[config.mk]
export PLATFORM = sky130hd
export DESIGN_NAME = lfu_cache_table_flat
export DESIGN_NICKNAME = d
export VERILOG_FILES = /design/src/sv/lfu_pkg.sv /design/src/sv/lfu_if.sv /design/src/sv/lfu_cache_table.sv /design/src/flat_wrapper.sv
export SDC_FILE = /design/constraint.sdc
export NUM_CORES = 2
export LEC_CHECK = 0
export BUFFER_PORTS_ARGS = -buffer_cell sky130_fd_sc_hd__buf_2
export CORE_UTILIZATION = 45
export DETAILED_ROUTE_END_ITERATION = 10
export PLACE_DENSITY_LB_ADDON = 0.12
export RECOVER_POWER = 100
export SLEW_MARGIN = 10
export SYNTH_ARGS = -nofsm -noshare
export SYNTH_HDL_FRONTEND = slang
export SYNTH_SLANG_ARGS = --single-unit
[constraint.sdc]
create_clock -name clk_i -period 9.4 [get_ports clk_i]
set_clock_uncertainty 0.05 [all_clocks]
set_input_delay 1.41 -clock clk_i [delete_from_list [all_inputs] [get_ports clk_i]]
set_output_delay 1.41 -clock clk_i [all_outputs]
set_load 0.01 [all_outputs]
[src/sv/lfu_pkg.sv]
// Shared widths and request codes for the LFU cache table.
package lfu_pkg;

  localparam int CAP_W = 5;
  localparam int KEY_W = 32;
  localparam int VAL_W = 32;

  localparam logic [CAP_W-1:0] CAP_RESET = 5'd16;

  localparam logic OP_GET = 1'b0;
  localparam logic OP_PUT = 1'b1;

endpackage

[src/sv/lfu_if.sv]
// Request and response channel interfaces of the LFU cache table.
interface lfu_req_if;
  import lfu_pkg::*;

  logic             valid;
  logic             ready;
  logic             operation;
  logic [KEY_W-1:0] key;
  logic [VAL_W-1:0] value;

  modport source (output valid, output operation, output key, output value, input ready);
  modport sink   (input valid, input operation, input key, input value, output ready);
endinterface

interface lfu_rsp_if;
  import lfu_pkg::*;

  logic             valid;
  logic             ready;
  logic             hit;
  logic [VAL_W-1:0] read_value;
  logic             evicted;
  logic [KEY_W-1:0] evicted_key;

  modport source (output valid, output hit, output read_value, output evicted,
                  output evicted_key, input ready);
  modport sink   (input valid, input hit, input read_value, input evicted,
                  input evicted_key, output ready);
endinterface

[src/sv/lfu_cache_table.sv]
// Key/value table with least-frequently-used replacement and LRU tie break.
// Between the acceptance of a request word and its response, one pass reads
// the key, value and count memories one entry per cycle through a single
// compare unit that finds the key match, the eviction victim and a free
// entry, then a drain state empties the read pipeline and an update state
// commits the update and loads the response register. A new request is
// accepted in the cycle after the commit, so a word is only taken once the
// previous one is through, even while the previous response still waits to
// be taken. The commit itself waits as long as an earlier response is still
// held in the response register.
// Capacity writes are taken at any time but must only be made while the table
// is idle.
module lfu_cache_table #(
  parameter int ENTRIES     = 16,
  parameter int COUNT_WIDTH = 16
) (
  input  logic                      clk_i,
  input  logic                      rst_ni,
  input  logic                      cfg_we_i,
  input  logic [lfu_pkg::CAP_W-1:0] cfg_wdata_i,
  lfu_req_if.sink                   req_i,
  lfu_rsp_if.source                 rsp_o
);
  import lfu_pkg::*;

  localparam int IW   = (ENTRIES > 1) ? $clog2(ENTRIES) : 1;
  localparam int FW   = $clog2(ENTRIES + 1);
  localparam int CMPW = (FW > CAP_W) ? FW : CAP_W;

  typedef enum logic [1:0] {
    ST_IDLE,
    ST_SCAN,
    ST_DRAIN,
    ST_UPDATE
  } state_e;

  state_e state_q;

  // Storage: valid bits and recency ranks in flops, the rest in memories.
  logic [ENTRIES-1:0]     valid_q;
  logic [IW-1:0]          rank_q [ENTRIES];
  logic [KEY_W-1:0]       key_mem [ENTRIES];
  logic [VAL_W-1:0]       val_mem [ENTRIES];
  logic [COUNT_WIDTH-1:0] cnt_mem [ENTRIES];
  logic [FW-1:0]          filled_q;
  logic [CAP_W-1:0]       cap_q;

  // Latched request.
  logic             req_op_q;
  logic [KEY_W-1:0] req_key_q;
  logic [VAL_W-1:0] req_val_q;

  // Scan pipeline.
  logic [IW-1:0]          ptr_q;
  logic                   rd_vld_q;
  logic [IW-1:0]          rd_idx_q;
  logic [KEY_W-1:0]       key_rd_q;
  logic [VAL_W-1:0]       val_rd_q;
  logic [COUNT_WIDTH-1:0] cnt_rd_q;

  // Scan results.
  logic                   match_found_q;
  logic [IW-1:0]          match_idx_q;
  logic [VAL_W-1:0]       match_val_q;
  logic [COUNT_WIDTH-1:0] match_cnt_q;
  logic [IW-1:0]          match_rank_q;
  logic                   vic_found_q;
  logic [IW-1:0]          vic_idx_q;
  logic [COUNT_WIDTH-1:0] vic_cnt_q;
  logic [IW-1:0]          vic_rank_q;
  logic [KEY_W-1:0]       vic_key_q;
  logic                   free_found_q;
  logic [IW-1:0]          free_idx_q;

  // Response register.
  logic             rsp_valid_q;
  logic             rsp_hit_q;
  logic [VAL_W-1:0] rsp_rd_q;
  logic             rsp_ev_q;
  logic [KEY_W-1:0] rsp_evk_q;

  // Compare unit on the entry returning from the memories.
  logic          ent_vld;
  logic [IW-1:0] ent_rank;
  logic          key_eq;
  logic          vic_better;
  logic          free_take;

  always_comb begin
    ent_vld    = valid_q[rd_idx_q];
    ent_rank   = rank_q[rd_idx_q];
    key_eq     = rd_vld_q && ent_vld && (key_rd_q == req_key_q) && !match_found_q;
    vic_better = rd_vld_q && ent_vld &&
                 (!vic_found_q || (cnt_rd_q < vic_cnt_q) ||
                  ((cnt_rd_q == vic_cnt_q) && (ent_rank > vic_rank_q)));
    free_take  = rd_vld_q && !ent_vld && !free_found_q;
  end

  // Update decision.
  logic [CMPW-1:0] eff_cap;
  logic            cap_nz;
  logic            do_evict;
  logic            upd_hit;
  logic            upd_ins;
  logic [IW-1:0]   slot;
  logic            out_free;
  logic            commit;
  logic            touch_all;
  logic [IW-1:0]   touch_idx;
  logic [IW-1:0]   touch_r;

  always_comb begin
    eff_cap   = (CMPW'(cap_q) > CMPW'(ENTRIES)) ? CMPW'(ENTRIES) : CMPW'(cap_q);
    cap_nz    = (eff_cap != '0);
    do_evict  = (CMPW'(filled_q) >= eff_cap) && vic_found_q;
    upd_hit   = cap_nz && match_found_q;
    upd_ins   = cap_nz && !match_found_q && (req_op_q == OP_PUT) &&
                (do_evict || free_found_q);
    slot      = do_evict ? vic_idx_q : free_idx_q;
    out_free  = !rsp_valid_q || rsp_o.ready;
    commit    = (state_q == ST_UPDATE) && out_free;
    // An eviction followed by an insert shifts ranks exactly like a touch of
    // the victim; a fresh insert ages every valid entry by one.
    touch_all = upd_ins && !do_evict;
    touch_idx = upd_hit ? match_idx_q : slot;
    touch_r   = upd_hit ? match_rank_q : vic_rank_q;
  end

  // Memory write controls.
  logic                   key_we;
  logic                   val_we;
  logic                   cnt_we;
  logic [IW-1:0]          wr_idx;
  logic [COUNT_WIDTH-1:0] cnt_wdata;

  always_comb begin
    key_we    = commit && upd_ins;
    val_we    = commit && ((upd_hit && (req_op_q == OP_PUT)) || upd_ins);
    cnt_we    = commit && ((upd_hit && (match_cnt_q != '1)) || upd_ins);
    wr_idx    = upd_hit ? match_idx_q : slot;
    cnt_wdata = upd_hit ? (match_cnt_q + COUNT_WIDTH'(1)) : COUNT_WIDTH'(1);
  end

  always_ff @(posedge clk_i) begin
    if (key_we) begin
      key_mem[wr_idx] <= req_key_q;
    end
    key_rd_q <= key_mem[ptr_q];
  end

  always_ff @(posedge clk_i) begin
    if (val_we) begin
      val_mem[wr_idx] <= req_val_q;
    end
    val_rd_q <= val_mem[ptr_q];
  end

  always_ff @(posedge clk_i) begin
    if (cnt_we) begin
      cnt_mem[wr_idx] <= cnt_wdata;
    end
    cnt_rd_q <= cnt_mem[ptr_q];
  end

  always_ff @(posedge clk_i or negedge rst_ni) begin
    if (!rst_ni) begin
      state_q       <= ST_IDLE;
      cap_q         <= CAP_RESET;
      valid_q       <= '0;
      filled_q      <= '0;
      for (int i = 0; i < ENTRIES; i++) begin
        rank_q[i] <= '0;
      end
      req_op_q      <= OP_GET;
      req_key_q     <= '0;
      req_val_q     <= '0;
      ptr_q         <= '0;
      rd_vld_q      <= 1'b0;
      rd_idx_q      <= '0;
      match_found_q <= 1'b0;
      match_idx_q   <= '0;
      match_val_q   <= '0;
      match_cnt_q   <= '0;
      match_rank_q  <= '0;
      vic_found_q   <= 1'b0;
      vic_idx_q     <= '0;
      vic_cnt_q     <= '0;
      vic_rank_q    <= '0;
      vic_key_q     <= '0;
      free_found_q  <= 1'b0;
      free_idx_q    <= '0;
      rsp_valid_q   <= 1'b0;
      rsp_hit_q     <= 1'b0;
      rsp_rd_q      <= '0;
      rsp_ev_q      <= 1'b0;
      rsp_evk_q     <= '0;
    end else begin
      if (cfg_we_i) begin
        cap_q <= cfg_wdata_i;
      end
      if (rsp_valid_q && rsp_o.ready && !commit) begin
        rsp_valid_q <= 1'b0;
      end

      rd_vld_q <= (state_q == ST_SCAN);
      rd_idx_q <= ptr_q;

      if (key_eq) begin
        match_found_q <= 1'b1;
        match_idx_q   <= rd_idx_q;
        match_val_q   <= val_rd_q;
        match_cnt_q   <= cnt_rd_q;
        match_rank_q  <= ent_rank;
      end
      if (vic_better) begin
        vic_found_q <= 1'b1;
        vic_idx_q   <= rd_idx_q;
        vic_cnt_q   <= cnt_rd_q;
        vic_rank_q  <= ent_rank;
        vic_key_q   <= key_rd_q;
      end
      if (free_take) begin
        free_found_q <= 1'b1;
        free_idx_q   <= rd_idx_q;
      end

      unique case (state_q)
        ST_IDLE: begin
          if (req_i.valid) begin
            req_op_q      <= req_i.operation;
            req_key_q     <= req_i.key;
            req_val_q     <= req_i.value;
            ptr_q         <= '0;
            match_found_q <= 1'b0;
            vic_found_q   <= 1'b0;
            free_found_q  <= 1'b0;
            state_q       <= ST_SCAN;
          end
        end
        ST_SCAN: begin
          if (ptr_q == IW'(ENTRIES - 1)) begin
            state_q <= ST_DRAIN;
          end else begin
            ptr_q <= ptr_q + IW'(1);
          end
        end
        ST_DRAIN: begin
          state_q <= ST_UPDATE;
        end
        ST_UPDATE: begin
          if (out_free) begin
            rsp_valid_q <= 1'b1;
            rsp_hit_q   <= upd_hit;
            rsp_rd_q    <= (upd_hit && (req_op_q == OP_GET)) ? match_val_q : '0;
            rsp_ev_q    <= upd_ins && do_evict;
            rsp_evk_q   <= (upd_ins && do_evict) ? vic_key_q : '0;
            if (upd_hit || upd_ins) begin
              for (int i = 0; i < ENTRIES; i++) begin
                if (valid_q[i] && (IW'(i) != touch_idx) &&
                    (touch_all || (rank_q[i] < touch_r))) begin
                  rank_q[i] <= rank_q[i] + IW'(1);
                end
              end
              rank_q[touch_idx] <= '0;
            end
            if (upd_ins && !do_evict) begin
              valid_q[slot] <= 1'b1;
              filled_q      <= filled_q + FW'(1);
            end
            state_q <= ST_IDLE;
          end
        end
        default: begin
          state_q <= ST_IDLE;
        end
      endcase
    end
  end

  assign req_i.ready       = (state_q == ST_IDLE);
  assign rsp_o.valid       = rsp_valid_q;
  assign rsp_o.hit         = rsp_hit_q;
  assign rsp_o.read_value  = rsp_rd_q;
  assign rsp_o.evicted     = rsp_ev_q;
  assign rsp_o.evicted_key = rsp_evk_q;

  // The fill count always tracks the number of valid entries.
  assert property (@(posedge clk_i) disable iff (!rst_ni)
    int'(filled_q) == $countones(valid_q))
    else $error("fill count disagrees with valid entries");

  // A response never reports both a hit and an eviction.
  assert property (@(posedge clk_i) disable iff (!rst_ni)
    rsp_valid_q |-> !(rsp_hit_q && rsp_ev_q))
    else $error("hit and eviction in one response");

  // A nonzero read value only comes with a hit.
  assert property (@(posedge clk_i) disable iff (!rst_ni)
    (rsp_valid_q && (rsp_rd_q != '0)) |-> rsp_hit_q)
    else $error("read value without hit");

  // Once the table holds any entry, a full scan always finds a victim.
  assert property (@(posedge clk_i) disable iff (!rst_ni)
    ((state_q == ST_UPDATE) && (valid_q != '0)) |-> vic_found_q)
    else $error("scan missed the eviction victim");

endmodule

[src/flat_wrapper.sv]
// flat-port wrapper written by rule: the top's interface ports become plain ports
module lfu_cache_table_flat import lfu_pkg::*;
#(
  parameter int ENTRIES     = 16,
  parameter int COUNT_WIDTH = 16
)
  (clk_i, rst_ni, cfg_we_i, cfg_wdata_i, req_i_valid, req_i_operation, req_i_key, req_i_value, req_i_ready, rsp_o_valid, rsp_o_hit, rsp_o_read_value, rsp_o_evicted, rsp_o_evicted_key, rsp_o_ready);
  lfu_req_if req_i_i ();
  lfu_rsp_if rsp_o_i ();
  input  logic clk_i;
  input  logic rst_ni;
  input  logic cfg_we_i;
  input  logic [lfu_pkg::CAP_W-1:0] cfg_wdata_i;
  input wire logic [$bits(req_i_i.valid)-1:0] req_i_valid;
  input wire logic [$bits(req_i_i.operation)-1:0] req_i_operation;
  input wire logic [$bits(req_i_i.key)-1:0] req_i_key;
  input wire logic [$bits(req_i_i.value)-1:0] req_i_value;
  output wire logic [$bits(req_i_i.ready)-1:0] req_i_ready;
  output wire logic [$bits(rsp_o_i.valid)-1:0] rsp_o_valid;
  output wire logic [$bits(rsp_o_i.hit)-1:0] rsp_o_hit;
  output wire logic [$bits(rsp_o_i.read_value)-1:0] rsp_o_read_value;
  output wire logic [$bits(rsp_o_i.evicted)-1:0] rsp_o_evicted;
  output wire logic [$bits(rsp_o_i.evicted_key)-1:0] rsp_o_evicted_key;
  input wire logic [$bits(rsp_o_i.ready)-1:0] rsp_o_ready;
  assign req_i_i.valid = req_i_valid;
  assign req_i_i.operation = req_i_operation;
  assign req_i_i.key = req_i_key;
  assign req_i_i.value = req_i_value;
  assign req_i_ready = req_i_i.ready;
  assign rsp_o_valid = rsp_o_i.valid;
  assign rsp_o_hit = rsp_o_i.hit;
  assign rsp_o_read_value = rsp_o_i.read_value;
  assign rsp_o_evicted = rsp_o_i.evicted;
  assign rsp_o_evicted_key = rsp_o_i.evicted_key;
  assign rsp_o_i.ready = rsp_o_ready;
  lfu_cache_table #(.ENTRIES(ENTRIES), .COUNT_WIDTH(COUNT_WIDTH)) u_core (.clk_i(clk_i), .rst_ni(rst_ni), .cfg_we_i(cfg_we_i), .cfg_wdata_i(cfg_wdata_i), .req_i(req_i_i), .rsp_o(rsp_o_i));
endmodule
==> results.md <==
- Initial core utilization: 45.3%
- Setup TNS: 0 ns
- Crit path cell chain: buf_2 > nand2b_1 > nand2_1 > clkbuf_1 > and3b_1 > o21ai_0 > clkbuf_1 > a41o_1 > nor3_1 > clkbuf_1
- Final setup vio count: 0
- Final wirelength: 163000 um
- Number of distinct library cells after synthesis: 81
- Largest family of logic cells by synthesized area: multiplexers
- Multiplexer share of the synthesized area: 17.3%
- DRT iter0 DRCs: 2897
- Global-route wire length before repair: 241000 um
- CTS tree: done
- Vias in the first global route: 36.3k
- Compound-Gate Fraction of Synth Area: 3.88%
- Fin crit share: 74.0%
- Clk buf depth: 3
- Largest net degree at the start of global routing: 140
- Commonest non-fill, non-tap cell in the layout: edfxtp_1
- CP required: 9.73 ns
- Outcome: finished, violations left
- Peak supply drop: 0.223 mV
- Hold Fails Final Rpt: 0
- Final std cell area, no fill: 76900 sq um
- Vias per inst: 5.87
- CTS Buf Count: 179
- Simple-Gate Fraction of Synth Area: 2.95%
- PostCTS Resize Cnt: 0
- Asr flop ratio synth: 20.6%
- XOR/XNOR share of the synthesized area: 0.619%
- Most frequent cell on the critical path: clkbuf_1
- Worst-skew pair later-pin latency: 0.83 ns
- Routability cong.: 0.857
- DR pass1 iterations: 6
- Crit path max-delay family: buffers and inverters
- Die Footprint: 152000 sq um
- Routed Antenna Nets: 0
- Grt ovf: 0
- CP arrival: 7.28 ns
- Final HPWL from detailed placement: 94500 um
- # IOs: 143
- Initial antenna violation count: 7
- Most frequent cells in the layout: edfxtp_1, mux4_2, dfrtp_1
- Pwr dens: 295 nW/um^2
- Mapped Area: 67900 sq um
- Lkg Pwr: 26.5 nW
- Slew margin rel.: -186%
- HP Class: reg2reg
- Slew Viols, Final: 1315
- Post-synth EDFFs: 1280
- Adder-cell area share of the yosys netlist: 1.77%
- DR WL/cell: 27.6 um
- Total core area: 150000 sq um
- Crit path buffers/inverters: 4
- Post-synthesis register bit count: 1712
- Hold buffers post-CTS: 0
- Ys flop type: edfxtp_1
- Max incr delay on CP: 3.03 ns
- Area grow syn2layout: 13.2%
- Max Clk Rate: 144 MHz
- Post-CTS Setup Repair Bufs: 0
- Post-Syn Area per Cell: 19.5 sq um
- Setup crit start kind: input pin
- Failing checks: capacitance limit, slew limit
- Fraction of layout cells with a size suffix above 1: 26.2%
- Drt drc: 0
- Worst-path maximum fanout: 69
- Row count: 142
- CTS sink count: 1712
- Via count: 34.6k
- Crit Path Category: in2reg
- Vert. Die Dim: 391 um
- IO Port Bufs: 142
- Die span in x: 391 um
- NumNets Final: 3894
- RSZ-0062 raised after global routing: false
- CTS clk-pin slew, worst paths: 0.06 ns
- Worst Tran Pin Value: 4.29 ns
- Worst path slowest cell: clkbuf_1
- Sequential area share after synthesis: 71.9%
- Crit path time final: 6.95 ns
- Mapped Cells: 3488
- Max_cap viols: 37
- Dpl cell area: 71400 sq um
- Syn nets: 3659
- CTS H-tree depth: 4
- Setup crit end kind: register
- Total GRT Usage: 21.6%
- Hold Slack: 0.383 ns
- Ys Warns: 0
- Clk root buf: clkbuf_16
## power breakdown
part	total, mW	switching (mW)	internal [mW]	leakage, nW
combinational	4.93	2.43	2.49	7.09
clock	7.11	2.96	4.15	2.94
sequential	10.7	1.28	9.41	16.5
total	22.7	6.67	16.0	26.5
## synth_stat cells, types with 26 or more instances
| cell type | count | area share (%) |
|---|---|---|
| a21oi_1 | 32 | 0.24 |
| buf_1 | 38 | 0.21 |
| mux2_2 | 167 | 2.8 |
| edfxtp_1 | 1280 | 57 |
| a22o_1 | 64 | 0.83 |
| dfxtp_1 | 80 | 2.4 |
| nand2b_1 | 26 | 0.24 |
| dfrtp_1 | 351 | 13 |
| o211ai_1 | 30 | 0.33 |
| nor2_1 | 93 | 0.51 |
| nor3_1 | 50 | 0.37 |
| inv_1 | 75 | 0.41 |
| clkbuf_1 | 94 | 0.52 |
| ha_1 | 96 | 1.8 |
| nand2_1 | 87 | 0.48 |
| xor2_1 | 40 | 0.52 |
| buf_2 | 28 | 0.21 |
| mux4_2 | 424 | 14 |
| nand3_1 | 39 | 0.29 |
| o21ai_0 | 68 | 0.50 |
## sequential cells by signal, summed over array words and instances (netlist names), 16 cells and up
name and cells:
u_core.cnt_mem 256, u_core.valid_q 16, u_core.cnt_rd_q 16, u_core.match_val_q 32
u_core.rsp_o.evicted_key 32, u_core.val_rd_q 32, u_core.rsp_o.read_value 32, u_core.key_rd_q 32
u_core.vic_key_q 32, u_core.match_cnt_q 16, u_core.req_key_q 32, u_core.rank_q 64
u_core.val_mem 512, u_core.req_val_q 32, u_core.key_mem 512, u_core.vic_cnt_q 16
## through the flow
step           utilization [%]  total power [mW]  setup slack [ns]  std cells
6_report                  51.3              22.7              2.45       5897
5_1_grt                   51.3              23.7              2.14       5895
4_1_cts                   51.7              22.9              4.37       5895
3_5_place_dp              47.7              15.8              4.38       5558
3_3_place_gp              47.7              15.6              4.39       5558
2_1_floorplan                -              13.9              4.03       3488
## layout make-up
type | instances | area [sq um]
diodes | 2 | 5.00
clock buffers | 255 | 5040
clock inverters | 82 | 986
fillers | 11900 | 72900
inverters | 75 | 282
multi-input cells | 1526 | 18100
flip-flops and latches | 1712 | 48800
well taps | 2016 | 2520
repair buffers | 229 | 1170
## cell families after synthesis
group	Yosys count
buf+inv	250
mux	615
flops	1712
xor+xnor	48
simple gates	405
compound gates	362
fa+ha+maj	96
## worst register-to-register path, cell delays in order, from the launching register on
cell	delay [ns]
dfstp_1	0.39
or3_1	0.54
o21ai_0	0.77
clkbuf_1	1.51
o22ai_1	0.20
clkbuf_1	0.55
or2_0	0.54
nor2_4	0.18
clkbuf_1	1.71
## path summary, 6_finish.rpt
check                      slack (ns)                      to           startpoint  cells after the start
setup / recovery                 2.45    u_core.cnt_mem[8][5]          rsp_o_ready                     10
hold / removal                   0.38  u_core.match_val_q[28]  u_core.val_rd_q[28]                      1
setup reg to reg                 2.51   u_core.val_mem[9][16]      u_core.cap_q[4]                      8
hold reg to reg                  0.38  u_core.match_val_q[28]  u_core.val_rd_q[28]                      1
max in group asynchronous        3.17     u_core.vic_key_q[4]               rst_ni                      3
min in group asynchronous        0.54  u_core.match_cnt_q[10]               rst_ni                      1
## layer usage
layer,GRT usage (%),routed length [um],vias to the layer above
met4,6.75,4470,2
met3,3.74,8630,283
met1,29.8,69800,18700
met2,35.2,79900,1009
li1,-,-,14700
met5,0,12,-
(Power assumes the default switching activity.)
